<file path="src/rtl/core/usan_pkg.sv">
// Shared types, constants and helper functions of the UTF-8 sanitizer.
package usan_pkg;

   localparam int LENGTH_BITS_DEF = 16;
   localparam int CFG_W = 16;
   localparam logic [CFG_W-1:0] MAX_LENGTH_RESET = 16'hFFFF;

   localparam int MID_DEPTH = 4;
   localparam int RSP_DEPTH = 8;
   localparam int MAX_BURST = 4;
   localparam int BURST_W = $clog2(MAX_BURST + 1);

   localparam logic [7:0] ASCII_LIMIT = 8'h80;
   localparam logic [7:0] CONT_MASK   = 8'hC0;
   localparam logic [7:0] CONT_TAG    = 8'h80;
   localparam logic [7:0] LEAD2_LO    = 8'hC2;
   localparam logic [7:0] LEAD2_HI    = 8'hDF;
   localparam logic [7:0] LEAD3_LO    = 8'hE0;
   localparam logic [7:0] LEAD3_HI    = 8'hEF;
   localparam logic [7:0] LEAD4_LO    = 8'hF0;
   localparam logic [7:0] LEAD4_HI    = 8'hF4;
   localparam logic [7:0] LEAD_E0     = 8'hE0;
   localparam logic [7:0] LEAD_ED     = 8'hED;
   localparam logic [7:0] LEAD_F0     = 8'hF0;
   localparam logic [7:0] LEAD_F4     = 8'hF4;
   localparam logic [7:0] E0_MIN      = 8'hA0;
   localparam logic [7:0] ED_MAX      = 8'h9F;
   localparam logic [7:0] F0_MIN      = 8'h90;
   localparam logic [7:0] F4_MAX      = 8'h8F;
   localparam logic [7:0] REPL_BYTE   = 8'h3F;

   typedef struct packed {
      logic [7:0] in_byte;
      logic       in_last;
   } usan_req_type;

   typedef struct packed {
      logic [7:0] out_byte;
      logic       out_valid;
      logic       out_last;
   } usan_rsp_type;

   // Entry of the queue between the front and the decoder.
   typedef struct packed {
      logic [7:0] data;
      logic       last;
      logic       feed;
   } usan_mid_type;

   // Burst of results from the decoder into the result queue.
   typedef struct packed {
      logic [BURST_W-1:0]                  count;
      usan_rsp_type [MAX_BURST-1:0]        item;
      logic                                mark_prev;
      logic                                commit;
   } usan_push_type;

   // Number of continuation bytes a lead byte asks for; zero for a non-lead.
   function automatic logic [1:0] lead_need(input logic [7:0] c);
      logic [1:0] n;
      n = 2'd0;
      if (c >= LEAD2_LO && c <= LEAD2_HI) n = 2'd1;
      else if (c >= LEAD3_LO && c <= LEAD3_HI) n = 2'd2;
      else if (c >= LEAD4_LO && c <= LEAD4_HI) n = 2'd3;
      return n;
   endfunction

endpackage

</file>
<file path="src/rtl/core/usan_front.sv">
// Input stage: configuration register, length limit and forwarding to the decoder.
module usan_front #(
   parameter int LENGTH_BITS = usan_pkg::LENGTH_BITS_DEF
) (
   input  logic                          clock,
   input  logic                          reset,
   input  logic                          push,
   input  usan_pkg::usan_req_type        req_data,
   output logic                          full,
   input  logic                          csr_wr_en,
   input  logic [usan_pkg::CFG_W-1:0]    csr_wr_data,
   input  logic                          mid_full,
   output logic                          mid_push,
   output usan_pkg::usan_mid_type        mid_item
);

   localparam int CMP_W = (LENGTH_BITS > usan_pkg::CFG_W) ? LENGTH_BITS : usan_pkg::CFG_W;
   localparam logic [LENGTH_BITS-1:0] COUNT_MAX = {LENGTH_BITS{1'b1}};

   logic [usan_pkg::CFG_W-1:0] max_len_ff;
   logic [LENGTH_BITS-1:0]     seen_ff, seen_in, seen_inc;
   logic                       trunc_ff, trunc_in;
   logic                       accept, fed, trunc_after;
   logic [CMP_W-1:0]           seen_x, lim_x, inc_x;

   always_comb begin
      accept      = push && !mid_full;
      seen_x      = CMP_W'(seen_ff);
      lim_x       = CMP_W'(max_len_ff);
      seen_inc    = seen_ff + 1'b1;
      inc_x       = CMP_W'(seen_inc);
      fed         = !trunc_ff && (seen_x < lim_x) && (seen_ff != COUNT_MAX);
      trunc_after = (inc_x >= lim_x) || (seen_inc == COUNT_MAX);
      seen_in     = seen_ff;
      trunc_in    = trunc_ff;
      if (accept) begin
         if (req_data.in_last) begin
            seen_in  = '0;
            trunc_in = 1'b0;
         end else if (fed) begin
            seen_in  = seen_inc;
            trunc_in = trunc_after;
         end else begin
            trunc_in = 1'b1;
         end
      end
      mid_push      = accept && (fed || req_data.in_last);
      mid_item.data = req_data.in_byte;
      mid_item.last = req_data.in_last;
      mid_item.feed = fed;
      full          = mid_full;
   end

   always_ff @(posedge clock) begin
      if (reset) begin
         max_len_ff <= usan_pkg::MAX_LENGTH_RESET;
         seen_ff    <= '0;
         trunc_ff   <= 1'b0;
      end else begin
         if (csr_wr_en) max_len_ff <= csr_wr_data;
         seen_ff  <= seen_in;
         trunc_ff <= trunc_in;
      end
   end

endmodule

</file>
<file path="src/rtl/core/usan_fifo.sv">
// Short queue between the front and the decoder.
module usan_fifo #(
   parameter int DEPTH = usan_pkg::MID_DEPTH
) (
   input  logic                   clock,
   input  logic                   reset,
   input  logic                   wr_en,
   input  usan_pkg::usan_mid_type wr_item,
   output logic                   full,
   input  logic                   rd_en,
   output usan_pkg::usan_mid_type rd_item,
   output logic                   empty
);

   localparam int AW = $clog2(DEPTH);
   localparam int PW = AW + 1;

   usan_pkg::usan_mid_type mem_ff [DEPTH];
   logic [PW-1:0]          wr_ff, wr_in, rd_ff, rd_in, fill;

   always_comb begin
      fill    = wr_ff - rd_ff;
      full    = (fill == PW'(DEPTH));
      empty   = (fill == '0);
      rd_item = mem_ff[rd_ff[AW-1:0]];
      wr_in   = wr_ff + PW'(wr_en && !full);
      rd_in   = rd_ff + PW'(rd_en && !empty);
   end

   always_ff @(posedge clock) begin
      if (wr_en && !full) mem_ff[wr_ff[AW-1:0]] <= wr_item;
   end

   always_ff @(posedge clock) begin
      if (reset) begin
         wr_ff <= '0;
         rd_ff <= '0;
      end else begin
         wr_ff <= wr_in;
         rd_ff <= rd_in;
      end
   end

endmodule

</file>
<file path="src/rtl/core/usan_back.sv">
// Decoder: collects sequences, checks them and replays the bytes of a failed one.
module usan_back (
   input  logic                    clock,
   input  logic                    reset,
   input  logic                    mid_empty,
   input  usan_pkg::usan_mid_type  mid_item,
   output logic                    mid_pop,
   input  logic                    space_ok,
   output usan_pkg::usan_push_type push_out
);

   localparam int BW = usan_pkg::BURST_W;

   logic [7:0] held_ff [4];
   logic [7:0] held_in [4];
   logic [2:0] hc_ff, hc_in;
   logic [1:0] need_ff, need_in;
   logic [7:0] rpl_ff [3];
   logic [7:0] rpl_in [3];
   logic [1:0] rpl_n_ff, rpl_n_in;
   logic       step_last_ff, step_last_in;
   logic       step_emit_ff, step_emit_in;

   logic [7:0] h [4];
   logic [7:0] rem [3];
   logic [1:0] rem_n;
   logic [7:0] c;
   logic [1:0] lead;
   logic       src_rpl, take_mid, go, cur_feed, cur_last, ok, step_end;

   always_comb begin
      src_rpl  = (rpl_n_ff != 2'd0);
      take_mid = !src_rpl && !mid_empty && space_ok;
      go       = src_rpl ? space_ok : take_mid;
      c        = src_rpl ? rpl_ff[0] : mid_item.data;
      cur_feed = src_rpl || mid_item.feed;
      cur_last = src_rpl ? step_last_ff : mid_item.last;
      lead     = usan_pkg::lead_need(c);

      // Replay bytes still waiting behind the one taken now.
      rem[0] = rpl_ff[1];
      rem[1] = rpl_ff[2];
      rem[2] = rpl_ff[2];
      rem_n  = src_rpl ? rpl_n_ff - 2'd1 : 2'd0;

      for (int k = 0; k < 4; k++) h[k] = (hc_ff == 3'(k)) ? c : held_ff[k];

      ok = 1'b1;
      for (int k = 1; k < 4; k++) begin
         if ((2'(k) <= need_ff) && ((h[k] & usan_pkg::CONT_MASK) != usan_pkg::CONT_TAG))
            ok = 1'b0;
      end
      if (need_ff == 2'd2 && ((h[0] == usan_pkg::LEAD_E0 && h[1] < usan_pkg::E0_MIN) ||
                              (h[0] == usan_pkg::LEAD_ED && h[1] > usan_pkg::ED_MAX)))
         ok = 1'b0;
      if (need_ff == 2'd3 && ((h[0] == usan_pkg::LEAD_F0 && h[1] < usan_pkg::F0_MIN) ||
                              (h[0] == usan_pkg::LEAD_F4 && h[1] > usan_pkg::F4_MAX)))
         ok = 1'b0;

      held_in      = held_ff;
      hc_in        = hc_ff;
      need_in      = need_ff;
      rpl_in       = rpl_ff;
      rpl_n_in     = rpl_n_ff;
      step_last_in = step_last_ff;
      step_emit_in = step_emit_ff;
      push_out     = '0;

      if (go) begin
         rpl_in[0] = rem[0];
         rpl_in[1] = rem[1];
         rpl_in[2] = rem[2];
         rpl_n_in  = rem_n;
         if (take_mid) step_last_in = mid_item.last;

         if (cur_feed) begin
            if (hc_ff == 3'd0) begin
               if (c < usan_pkg::ASCII_LIMIT) begin
                  push_out.count        = BW'(1);
                  push_out.item[0]      = '{out_byte: c, out_valid: 1'b1, out_last: 1'b0};
               end else if (lead == 2'd0) begin
                  push_out.count        = BW'(1);
                  push_out.item[0]      = '{out_byte: usan_pkg::REPL_BYTE, out_valid: 1'b1,
                                            out_last: 1'b0};
               end else begin
                  held_in[0] = c;
                  hc_in      = 3'd1;
                  need_in    = lead;
               end
            end else begin
               held_in = h;
               hc_in   = hc_ff + 3'd1;
               if (hc_ff == 3'(need_ff)) begin
                  // Sequence complete: copy it whole or replace its lead.
                  hc_in   = 3'd0;
                  need_in = 2'd0;
                  if (ok) begin
                     push_out.count = BW'(hc_ff + 3'd1);
                     for (int k = 0; k < 4; k++)
                        push_out.item[k] = '{out_byte: h[k], out_valid: 1'b1, out_last: 1'b0};
                  end else begin
                     push_out.count   = BW'(1);
                     push_out.item[0] = '{out_byte: usan_pkg::REPL_BYTE, out_valid: 1'b1,
                                          out_last: 1'b0};
                     rpl_n_in = need_ff + rem_n;
                     unique case (need_ff)
                        2'd1: begin
                           rpl_in[0] = h[1]; rpl_in[1] = rem[0]; rpl_in[2] = rem[1];
                        end
                        2'd2: begin
                           rpl_in[0] = h[1]; rpl_in[1] = h[2]; rpl_in[2] = rem[0];
                        end
                        2'd3: begin
                           rpl_in[0] = h[1]; rpl_in[1] = h[2]; rpl_in[2] = h[3];
                        end
                        default: begin
                           rpl_in[0] = h[1]; rpl_in[1] = rem[0]; rpl_in[2] = rem[1];
                        end
                     endcase
                  end
               end
            end
         end
      end

      step_end        = go && (rpl_n_in == 2'd0);
      push_out.commit = step_end;
      if (go) step_emit_in = step_end ? 1'b0 : (step_emit_ff || (push_out.count != '0));

      if (step_end && cur_last) begin
         // String end drops any unfinished sequence and tags the final result.
         hc_in   = 3'd0;
         need_in = 2'd0;
         if (push_out.count != '0) begin
            for (int k = 0; k < 4; k++)
               if (BW'(k) == push_out.count - BW'(1)) push_out.item[k].out_last = 1'b1;
         end else if (step_emit_ff) begin
            push_out.mark_prev = 1'b1;
         end else begin
            push_out.count   = BW'(1);
            push_out.item[0] = '{out_byte: 8'h00, out_valid: 1'b0, out_last: 1'b1};
         end
      end

      mid_pop = take_mid;
   end

   always_ff @(posedge clock) begin
      held_ff <= held_in;
      rpl_ff  <= rpl_in;
   end

   always_ff @(posedge clock) begin
      if (reset) begin
         hc_ff        <= 3'd0;
         need_ff      <= 2'd0;
         rpl_n_ff     <= 2'd0;
         step_last_ff <= 1'b0;
         step_emit_ff <= 1'b0;
      end else begin
         hc_ff        <= hc_in;
         need_ff      <= need_in;
         rpl_n_ff     <= rpl_n_in;
         step_last_ff <= step_last_in;
         step_emit_ff <= step_emit_in;
      end
   end

endmodule

</file>
<file path="src/rtl/core/usan_rsp_queue.sv">
// Result queue: burst writes, commit at the end of each input transaction, single read.
module usan_rsp_queue #(
   parameter int DEPTH = usan_pkg::RSP_DEPTH
) (
   input  logic                    clock,
   input  logic                    reset,
   input  usan_pkg::usan_push_type push_in,
   output logic                    space_ok,
   input  logic                    pop,
   output logic                    empty,
   output usan_pkg::usan_rsp_type  rsp_data
);

   localparam int AW = $clog2(DEPTH);
   localparam int PW = AW + 1;

   usan_pkg::usan_rsp_type mem_ff [DEPTH];
   logic [PW-1:0]          wr_ff, wr_in, cm_ff, cm_in, rd_ff, rd_in, prev;

   always_comb begin
      empty    = (rd_ff == cm_ff);
      rsp_data = mem_ff[rd_ff[AW-1:0]];
      space_ok = ((wr_ff - rd_ff) <= PW'(DEPTH - usan_pkg::MAX_BURST));
      wr_in    = wr_ff + PW'(push_in.count);
      cm_in    = push_in.commit ? wr_in : cm_ff;
      rd_in    = rd_ff + PW'(pop && !empty);
      prev     = wr_ff - PW'(1);
   end

   always_ff @(posedge clock) begin
      for (int i = 0; i < usan_pkg::MAX_BURST; i++) begin
         if (usan_pkg::BURST_W'(i) < push_in.count)
            mem_ff[AW'(wr_ff[AW-1:0] + AW'(i))] <= push_in.item[i];
      end
      if (push_in.mark_prev) mem_ff[prev[AW-1:0]].out_last <= 1'b1;
   end

   always_ff @(posedge clock) begin
      if (reset) begin
         wr_ff <= '0;
         cm_ff <= '0;
         rd_ff <= '0;
      end else begin
         wr_ff <= wr_in;
         cm_ff <= cm_in;
         rd_ff <= rd_in;
      end
   end

endmodule

</file>
<file path="src/rtl/core/utf8_sanitizer.sv">
// Top level of the streaming UTF-8 sanitizer.
//
// The sanitizer takes a string one byte per transaction and passes well-formed
// UTF-8 through unchanged, replacing a stray or failed lead byte with '?' and
// re-examining the bytes that were collected after it. The input side accepts
// one byte per cycle whenever the four-entry queue in front of the decoder has
// room. While the result queue has room, the decoder performs one decode step
// per cycle: a well-formed byte takes one step, and a sequence that fails its
// checks takes one extra step for each of the one to three bytes it replays.
// Results of an input transaction become visible together once its last
// decode step is done, so a byte is first written into the decoder queue and
// then committed into the result queue before it can be popped.
// The eight-entry result queue absorbs the burst of up to four bytes
// that a completed sequence releases, and the decoder pauses only when fewer
// than four result slots are free. A string that ends, or runs into the length
// limit, in the middle of a sequence loses that sequence. When the final
// transaction of a string yields nothing, one empty end marker with out_valid
// low and out_last high is returned instead. The max_length register is
// written through csr_wr_en and csr_wr_data, takes effect at once and should
// only be changed while no transaction is in flight.
module utf8_sanitizer #(
   parameter int LENGTH_BITS = usan_pkg::LENGTH_BITS_DEF
) (
   input  logic                        clock,
   input  logic                        reset,
   input  logic                        push,
   output logic                        full,
   input  usan_pkg::usan_req_type      req_data,
   output logic                        empty,
   input  logic                        pop,
   output usan_pkg::usan_rsp_type      rsp_data,
   input  logic                        csr_wr_en,
   input  logic [usan_pkg::CFG_W-1:0]  csr_wr_data
);

   // Forwarded bytes travel from the front to the decoder through this queue.
   logic                    mid_push, mid_full, mid_pop, mid_empty;
   usan_pkg::usan_mid_type  mid_wr, mid_rd;

   // The decoder hands finished results to the result queue in bursts.
   usan_pkg::usan_push_type burst;
   logic                    space_ok;

   usan_front #(
      .LENGTH_BITS (LENGTH_BITS)
   ) u_front (
      .clock       (clock),
      .reset       (reset),
      .push        (push),
      .req_data    (req_data),
      .full        (full),
      .csr_wr_en   (csr_wr_en),
      .csr_wr_data (csr_wr_data),
      .mid_full    (mid_full),
      .mid_push    (mid_push),
      .mid_item    (mid_wr)
   );

   usan_fifo #(
      .DEPTH (usan_pkg::MID_DEPTH)
   ) u_mid (
      .clock   (clock),
      .reset   (reset),
      .wr_en   (mid_push),
      .wr_item (mid_wr),
      .full    (mid_full),
      .rd_en   (mid_pop),
      .rd_item (mid_rd),
      .empty   (mid_empty)
   );

   usan_back u_back (
      .clock     (clock),
      .reset     (reset),
      .mid_empty (mid_empty),
      .mid_item  (mid_rd),
      .mid_pop   (mid_pop),
      .space_ok  (space_ok),
      .push_out  (burst)
   );

   usan_rsp_queue #(
      .DEPTH (usan_pkg::RSP_DEPTH)
   ) u_rsp (
      .clock    (clock),
      .reset    (reset),
      .push_in  (burst),
      .space_ok (space_ok),
      .pop      (pop),
      .empty    (empty),
      .rsp_data (rsp_data)
   );

endmodule

</file>
<file path="config.mk">
export PLATFORM = sky130hd
export DESIGN_NAME = utf8_sanitizer
export DESIGN_NICKNAME = d
export VERILOG_FILES = /design/src/rtl/core/usan_pkg.sv /design/src/rtl/core/usan_front.sv /design/src/rtl/core/usan_fifo.sv /design/src/rtl/core/usan_back.sv /design/src/rtl/core/usan_rsp_queue.sv /design/src/rtl/core/utf8_sanitizer.sv
export SDC_FILE = /design/constraint.sdc
export NUM_CORES = 1
export LEC_CHECK = 0
export BUFFER_PORTS_ARGS = -buffer_cell sky130_fd_sc_hd__buf_2
export CORE_MARGIN = 1.5
export CORE_UTILIZATION = 63
export DETAILED_ROUTE_END_ITERATION = 10
export HOLD_SLACK_MARGIN = 0.15
export PLACE_DENSITY = 0.81
export SLEW_MARGIN = 15
export SYNTH_ARGS = -nofsm -noshare
export SYNTH_HDL_FRONTEND = slang
export SYNTH_SLANG_ARGS = --single-unit
</file>
<file path="constraint.sdc">
create_clock -name clock -period 5.9 [get_ports clock]
set_input_delay 1.18 -clock clock [delete_from_list [all_inputs] [get_ports clock]]
set_output_delay 1.18 -clock clock [all_outputs]
set_load 0.03 [all_outputs]
</file>
==> results of run 1 <==
## cells by family (layout without fill, tap and decap cells)
logic type      after synthesis  in the layout  synth area share (%)
flops                       236            236                  46.8
compound gates              350            350                  18.0
simple gates                523            523                  17.5
fa+ha+maj                    57             57                  5.20
xor+xnor                     32             32                  2.02
buf+inv                     141            192                  4.09
mux                          57             57                  6.36
## layout make-up
type,instances,area (sq um)
Sequential cell,236,6490
Inverter,74,278
Fill cell,1634,6480
Multi-Input combinational cell,1019,6830
Clock inverter,13,148
Timing Repair Buffer,68,408
Tap cell,280,350
Clock buffer,37,713
## flip-flops by register name, summed over array words and instances (netlist names), 3 cells and up
signal and flops:
u_rsp.mem_ff 80, u_mid.mem_ff 40, u_back.held_ff 32, u_back.rem 16
u_front.lim_x 16, u_front.seen_ff 16, u_back.rpl_ff 8, u_rsp.cm_ff 4
u_rsp.rd_ff 4, u_rsp.wr_ff 4, u_back.hc_ff 3, u_mid.rd_ff 3
u_mid.wr_ff 3
## critical path, stage by stage (launching register included)
cell and delay [ns]:
dfxtp_1 0.64, mux2_2 0.41, a222oi_1 0.81, o21a_1 0.33, a311o_1 0.19, nand4_1 0.21
nor3_1 0.43, or2_1 0.20, mux2_4 0.34, a2111oi_4 0.35, buf_4 0.37, nor2_1 0.27
a211oi_1 0.35, a221oi_1 0.09
## per-layer routing
layer  up-vias  routed length [um]
met3       126                4370
met1      5606               16600
li1       5302                   -
met5         -                   0
met4         0                1420
met2       760               18400
## power groups by stage
| stage | combinational, mW | sequential (mW) | clock, mW |
|---|---|---|---|
| floorplan | 2.93 | 2.58 | 0 |
| global placement | 3.98 | 2.66 | 0 |
| detailed placement | 4.06 | 2.67 | 0 |
| CTS | 4.08 | 2.64 | 1.67 |
| global route | 4.50 | 2.68 | 1.72 |
| finish | 4.18 | 2.65 | 1.66 |
## path summary, 6_finish.rpt
check / startpoint / end / slack, ns / cells past startpoint
max: u_mid.rd_ff[0] / u_rsp.mem_ff[6][9] / 0.60 / 13
min: u_front.lim_x[15] / u_front.lim_x[15] / 0.52 / 2
max reg2reg: u_mid.rd_ff[0] / u_rsp.mem_ff[6][9] / 0.60 / 13
min reg2reg: u_front.lim_x[15] / u_front.lim_x[15] / 0.52 / 2
## cell usage in the layout (no fill, tap or decap), types with 40 or more instances in the layout
cell      instances
nand2_1         182
edfxtp_1        176
nor2_1          133
inv_1            72
dfxtp_1          60
ha_1             56
o21ai_0          55
o22ai_1          43
buf_2            41
nor3_1           40
nand3_1          40
a21oi_1          40
## through the flow
stage          power (mW)  hold WS (ns)  std cells  utilization, %  area [sq um]
6_report             8.49         0.519       1727            70.1         15200
5_1_grt              8.90         0.534       1727            70.1         15200
4_1_cts              8.39         0.523       1727            70.1         15200
3_5_place_dp         6.73         0.511       1677            66.2         14300
3_3_place_gp         6.64         0.474       1677            66.2         14300
2_1_floorplan        5.51         0.460       1396               -         13900
==> impl_metrics.tcl, run 1 <==
set metrics [dict create \
    synth_async_sr_flop_share_pct 0 \
    post_drt_wl_per_cell_um 23.6 \
    status "completed" \
    worst-endpoint-arrival_ns 5.56 \
    die-area_sq_um 22900 \
    p_int_mw 4.89 \
    maxCapViolCount 0 \
    synth_commonest_cells "nand2_1, edfxtp_1, nor2_1, inv_1, dfxtp_1" \
    grtUsageMet3_pct 7.71 \
    dr.pass1.iters 8 \
    synth_top_area_share_pct 38.1 \
    grt-ovfl-total 0 \
    period_share_pct 89.8 \
    antenna_found_initial 0 \
    root_buffer "clkbuf_16" \
    tightest_slew_ns 1.21 \
    synth_area_leaders "edfxtp_1, dfxtp_1, ha_1, nand2_1, mux4_2" \
    ant_nets 0 \
    drt_iter0_markers 1791 \
    syn_nets 1483 \
    die-height_um 151 \
    vdd_drop_max_mv 0.398 \
    seq_power_share_pct 31.2 \
    slew_viol_final 0 \
    path_clk_slew_ns 0.06 \
    power_switching_mw 3.60 \
    core_sq_um 21700 \
    cts_tree "yes" \
    swShare_pct 42.4 \
    crit_required_ns 6.17 \
    clock_path_buffers 3 \
    powerDensity_nw_per_um2 558 \
    htree_levels 1 \
    grtUsageMet1_pct 49.7 \
    crit_path_start_kind "flop" \
    layout-drive-gt1-share_pct 12.1 \
    area_growth_pct 9.63 \
    synth-seq-cells 236 \
    hold_viol_final 0 \
    hold_path.class "reg -> reg" \
    place_ws_ns 0.737 \
    netlist_area_sq_um 13900 \
    synth_edf_count 176 \
    diodes 0 \
    worst_slack_ns 0.604 \
    grt-busiest-layer "met2" \
    max_freq_mhz 189 \
    clkPwrFrac_pct 19.6 \
    globalplace.congestion 1.08 \
    setup_violations 0 \
    drt_wl_total_mm 40.8 \
    ys_warn_count 0 \
    drc 0 \
    p_leak_nw 6.06 \
    clock_latency_ns 0.55 \
    fin_crit_ns 5.30 \
    end_kind "flop" \
    synthFlopType "edfxtp_1" \
    postSynthAreaPerCell_sq_um 9.94 \
    skew_ns 0.0157 \
    yosysSeqAreaShare_pct 46.8 \
    yosysMostFrequentCell "nand2_1" \
    p_comb_share_pct 49.3 \
    dp_hpwl_mm 30.1 \
    yosysUniqueCellTypes 79 \
    grt_max_degree 32 \
    synth_cells 1396 \
    postCtsHoldBufs 0 \
    rsz0062_at_grt "false" \
    placementRows 54 \
    vias 11794 \
    synth_top_cell_by_area "edfxtp_1" \
    slew_headroom_pct 19.3 \
    grt_pass1_wl_mm 62.6 \
    path_class "reg -> reg" \
    cts_resized 0 \
    pin_count 42 \
    use_met2_pct 56.7 \
    grt_usage_pct 36.0 \
    final_nets 1513 \
    path_max_fanout 24 \
    dieWidth_um 151 \
    vias_per_cell 6.83 \
    clock_sinks 236 \
    port_buffers 41 \
    start_util_pct 64.0 \
    cts_buffers 27 \
    postCtsSetupBuffers 0 \
    grt_pass1_vias 10994 \
    tns_ns 0 \
]
(Power assumes the default switching activity.)
==> run 2: changes to the inputs <==
--- a/config.mk
+++ b/config.mk
@@ -6,11 +6,14 @@
 export NUM_CORES = 1
 export LEC_CHECK = 0
 export BUFFER_PORTS_ARGS = -buffer_cell sky130_fd_sc_hd__buf_2
+export CELL_PAD_IN_SITES_DETAIL_PLACEMENT = 1
+export CELL_PAD_IN_SITES_GLOBAL_PLACEMENT = 2
 export CORE_MARGIN = 1.5
-export CORE_UTILIZATION = 63
+export CORE_UTILIZATION = 41
 export DETAILED_ROUTE_END_ITERATION = 10
 export HOLD_SLACK_MARGIN = 0.15
-export PLACE_DENSITY = 0.81
+export PLACE_DENSITY_LB_ADDON = 0.1
+export REMOVE_ABC_BUFFERS = 1
 export SLEW_MARGIN = 15
 export SYNTH_ARGS = -nofsm -noshare
 export SYNTH_HDL_FRONTEND = slang
==> run 2 against run 1 <==
  * Global-route usage down 9.4 points
  * Sequential power about the same
  * Maximum frequency down 2.2%
  * Die area increased by 52%
  * Register-to-register slack worse by 0.12 ns
  * Non-clock buffer count rose by 22
  * Power increased by 2.4%
  * Combinational power grew 5%
  * Critical path type unchanged
  * Cell count up 11%
  * Hold slack lost 0.0097 ns
  * Critical endpoint unchanged
  * First-iteration DRC count decreased by 50%
==> impl_metrics.tcl, run 2 (synthesized netlist as in run 1, its figures left out) <==
set metrics [dict create \
    status "completed" \
    clock_sinks 236 \
    layout_common_cells "nand2_1, edfxtp_1, nor2_1, inv_1, dfxtp_1" \
    seq_power_share_pct 30.4 \
    pin_count 42 \
    dieWidth_um 187 \
    placementRows 67 \
    tightest_slew_ns 0.925 \
    clock_path_buffers 3 \
    post_drt_wl_per_cell_um 24.2 \
    largest_reg_flops 80 \
    htree_levels 1 \
    power_switching_mw 3.73 \
    dp_hpwl_mm 35.1 \
    hold_path.class "reg -> reg" \
    rsz0062_at_grt "false" \
    root_buffer "clkbuf_16" \
    die-height_um 187 \
    antenna_found_initial 0 \
    dr.pass1.iters 5 \
    diodes 0 \
    maxCapViolCount 0 \
    path_clk_slew_ns 0.06 \
    final_cells 1917 \
    die-area_sq_um 34900 \
    swShare_pct 42.8 \
    area_growth_pct 12.5 \
    skew_ns 0.0151 \
    max_freq_mhz 185 \
    cts_buffers 28 \
    p_comb_share_pct 50.2 \
    clkPwrFrac_pct 19.4 \
    hold_slack_ns 0.510 \
    worst_slack_ns 0.484 \
    postCtsSetupBuffers 0 \
    hold_viol_final 0 \
    clock_latency_ns 0.56 \
    path_max_fanout 14 \
    crit_path_start_kind "flop" \
    tns_ns 0 \
    place_ws_ns 0.587 \
    cts_tree "yes" \
    vias_per_cell 6.06 \
    p_int_mw 4.97 \
    grt_max_degree 32 \
    postCtsHoldBufs 0 \
    drc 0 \
    setup_violations 0 \
    vias 11616 \
    cts_resized 0 \
    fin_crit_ns 5.42 \
    grt_pass1_vias 11801 \
    numPlacedInstances 1867 \
    powerDensity_nw_per_um2 557 \
    drt_wl_total_mm 46.3 \
    globalplace.congestion 0.953 \
    layout-drive-gt1-share_pct 13.6 \
    core_sq_um 33400 \
    period_share_pct 91.8 \
    worst-endpoint-arrival_ns 5.68 \
    path_class "reg -> reg" \
    start_util_pct 41.5 \
    crit_required_ns 6.17 \
    vdd_drop_max_mv 0.235 \
    slew_headroom_pct 37.9 \
    grt_pass1_wl_mm 72.0 \
    slew_viol_final 0 \
    grt-ovfl-total 0 \
    end_kind "flop" \
    p_leak_nw 6.18 \
    port_buffers 41 \
    ant_nets 0 \
    grt_usage_pct 26.6 \
    drt_iter0_markers 889 \
    final_common_cell "nand2_1" \
    final_nets 1536 \
]
run 2: cell types whose count changed in the layout (fill, tap and decap cells not counted), sizes merged:
cell    delta
buf       +22
bufinv     -1
clkbuf     +4
clkinv     -2
inv        -1
run 2: metal layers:
| layer | track usage (%) | wire length, um | up-vias |
|---|---|---|---|
| li1 | - | - | 5349 |
| met1 | 37.5 | 21300 | 5841 |
| met2 | 43.3 | 21400 | 360 |
| met3 | 3.43 | 2660 | 66 |
| met4 | 6.73 | 995 | 0 |
| met5 | 0 | 0 | - |
run 2: final timing paths:
check                                         start                  end  slack [ns]  cells after the start
worst min-delay path            u_back.step_last_ff  u_back.step_last_ff        0.51                      2
worst max register to register   u_back.rpl_n_ff[1]   u_rsp.mem_ff[6][9]        0.48                     12
worst max-delay path             u_back.rpl_n_ff[1]   u_rsp.mem_ff[6][9]        0.48                     12
worst min register to register  u_back.step_last_ff  u_back.step_last_ff        0.51                      2
run 2: area by class of cell:
type | count | area, sq um
clock inverter | 9 | 106
clock buffer | 41 | 769
sequential | 236 | 6490
fill | 3772 | 17800
multi-input combinational | 1019 | 6830
timing repair buffer | 90 | 573
tap | 448 | 561
inverter | 74 | 278
run 2: through the flow:
stage | power, mW | utilization [%] | instance area [sq um]
after floorplan | 5.41 | - | 13600
after global placement | 6.94 | 44.0 | 14700
after detailed placement | 6.98 | 44.0 | 14700
after CTS | 8.71 | 46.7 | 15600
after global routing | 9.18 | 46.7 | 15600
final | 8.70 | 46.7 | 15600
run 2: power by group through the flow:
stage          Combinational (mW)  Clock (mW)  Sequential, mW
2_1_floorplan                2.76           0            2.65
3_3_place_gp                 4.28           0            2.66
3_5_place_dp                 4.31           0            2.67
4_1_cts                      4.34        1.73            2.64
5_1_grt                      4.72        1.78            2.67
6_report                     4.37        1.69            2.64
run 2: critical path, stage by stage (launching register included):
cell and delay (ns):
dfxtp_1 0.47, nor3_1 0.73, a221o_1 0.49, o21ai_0 0.26, nor4b_1 0.41, nand4_1 0.25, nor3_1 0.45, or2_1 0.22
mux2_4 0.34, a2111oi_4 0.67, nor2_1 0.38, a211oi_1 0.36, a221oi_1 0.08
==> run 3: changes to the inputs <==
--- a/config.mk
+++ b/config.mk
@@ -8,6 +8,7 @@
 export BUFFER_PORTS_ARGS = -buffer_cell sky130_fd_sc_hd__buf_2
 export CELL_PAD_IN_SITES_DETAIL_PLACEMENT = 1
 export CELL_PAD_IN_SITES_GLOBAL_PLACEMENT = 2
+export CORE_ASPECT_RATIO = 1.4
 export CORE_MARGIN = 1.5
 export CORE_UTILIZATION = 41
 export DETAILED_ROUTE_END_ITERATION = 10
==> run 3 against run 2 <==
  * Sequential share of layout area increased by 0.060 points
  * Hold slack improved by 0.0096 ns
  * Non-clock buffer count increased by 3
  * Sequential power is essentially flat
  * Largest cell class unchanged
  * Largest power group unchanged
  * Cell count decreased by 0.21%
  * Clock-buffer cell count is 7 lower
  * Routed wire length increased by 2.8%
  * Global-route usage grew 1.4 points
  * Clock skew is 0.010 ns higher
==> impl_metrics.tcl, run 3 (synthesized netlist as in run 1, its figures left out) <==
set metrics [dict create \
    status "completed" \
    drc 0 \
    largest_reg_flops 80 \
    grt_pass1_wl_mm 73.0 \
    dr.pass1.iters 6 \
    layout_common_cells "nand2_1, edfxtp_1, nor2_1, inv_1, dfxtp_1" \
    powerDensity_nw_per_um2 552 \
    diodes 0 \
    path_max_fanout 17 \
    vdd_drop_max_mv 0.304 \
    tns_ns 0 \
    dp_hpwl_mm 36.5 \
    die-area_sq_um 35000 \
    p_leak_nw 6.19 \
    grt-ovfl-total 0 \
    place_ws_ns 0.610 \
    clock_path_buffers 3 \
    clock_sinks 236 \
    r2r.worst_path.cells 14 \
    layout-drive-gt1-share_pct 14.1 \
    core_sq_um 33300 \
    maxCapViolCount 0 \
    root_buffer "clkbuf_16" \
    clock_latency_ns 0.56 \
    antenna_found_initial 0 \
    finalPower_mw 8.60 \
    slew_viol_final 0 \
    start_util_pct 41.6 \
    max_freq_mhz 183 \
    final_common_cell "nand2_1" \
    tightest_slew_ns 1.11 \
    dieWidth_um 158 \
    port_buffers 41 \
    vias_per_cell 5.98 \
    hold_path.class "reg -> reg" \
    slew_headroom_pct 25.1 \
    grt_max_degree 32 \
    htree_levels 1 \
    period_share_pct 92.9 \
    path_clk_slew_ns 0.07 \
    post_drt_wl_per_cell_um 24.9 \
    worst_slack_ns 0.421 \
    numPlacedInstances 1867 \
    ant_nets 0 \
    cts_resized 0 \
    postCtsHoldBufs 0 \
    worst-endpoint-arrival_ns 5.80 \
    drt_iter0_markers 593 \
    pin_count 42 \
    path_class "reg -> reg" \
    grt_usage_pct 28.0 \
    globalplace.congestion 0.931 \
    placementRows 79 \
    die-height_um 221 \
    grt_pass1_vias 11966 \
    rsz0062_at_grt "false" \
    crit_required_ns 6.22 \
    holdPathStages 2 \
    hold_viol_final 0 \
    setup_violations 0 \
    end_kind "flop" \
    cts_tree "yes" \
    cts_buffers 25 \
    crit_path_start_kind "flop" \
    final_nets 1536 \
    area_growth_pct 12.3 \
    fin_crit_ns 5.48 \
    skew_ns 0.0253 \
    vias 11434 \
    drt_wl_total_mm 47.6 \
    final_cells 1913 \
    postCtsSetupBuffers 0 \
]
## run 3: cell types whose count changed in the layout (fill, tap and decap cells not counted), sizes merged
cell / previous run / this run
clkbuf: 41 / 34
inv: 72 / 73
clkinv: 8 / 9
buf: 90 / 93
clkinvlp: 1 / 2
## run 3: per-layer routing
layer,track usage [%],vias to the layer above,routed length (um)
li1,-,5337,-
met1,32.1,5685,18600
met2,52.3,296,25300
met3,2.70,116,1630
met4,12.4,0,2160
met5,0,-,0
## run 3: worst max-delay path, stage by stage, from the launching register on
cell and delay, ns:
dfxtp_1 0.47, nor3_1 0.68, a222oi_1 0.20, buf_4 0.23
o21ai_1 0.35, nor4b_1 0.30, nand4_1 0.28, nor3_1 0.44
o21ai_2 0.15, o2bb2ai_2 0.31, a2111oi_4 0.08, buf_4 0.26
nor3_1 0.90, a221oi_1 0.21, a221oi_1 0.36
## run 3: area by class of cell
| cell class | count | area [sq um] |
|---|---|---|
| Clock buffer | 34 | 699 |
| Fill cell | 3787 | 17700 |
| Timing Repair Buffer | 93 | 608 |
| Inverter | 74 | 278 |
| Tap cell | 445 | 557 |
| Multi-Input combinational cell | 1019 | 6830 |
| Sequential cell | 236 | 6490 |
| Clock inverter | 12 | 123 |
## run 3: path summary, 6_finish.rpt
kind | end | slack (ns) | from
setup / recovery | u_rsp.mem_ff[5][2] | 0.42 | u_back.rpl_n_ff[1]
hold / removal | u_front.seen_ff[9] | 0.52 | u_front.seen_ff[9]
setup reg to reg | u_rsp.mem_ff[5][2] | 0.42 | u_back.rpl_n_ff[1]
hold reg to reg | u_front.seen_ff[9] | 0.52 | u_front.seen_ff[9]
## run 3: metrics by stage
| step | util [%] | cell area, sq um | hold slack, ns |
|---|---|---|---|
| finish | 46.8 | 15600 | 0.519 |
| global route | 46.8 | 15600 | 0.542 |
| CTS | 46.8 | 15600 | 0.523 |
| detailed placement | 44.3 | 14800 | 0.501 |
| global placement | 44.3 | 14800 | 0.474 |
| floorplan | - | 13600 | 0.460 |
## run 3: report_power, final
group / switching (mW) / internal [mW] / leakage (nW)
Sequential: 0.173 / 2.46 / 2.10
Combinational: 2.83 / 1.52 / 3.68
Clock: 0.697 / 0.921 / 0.403
Total: 3.70 / 4.90 / 6.19
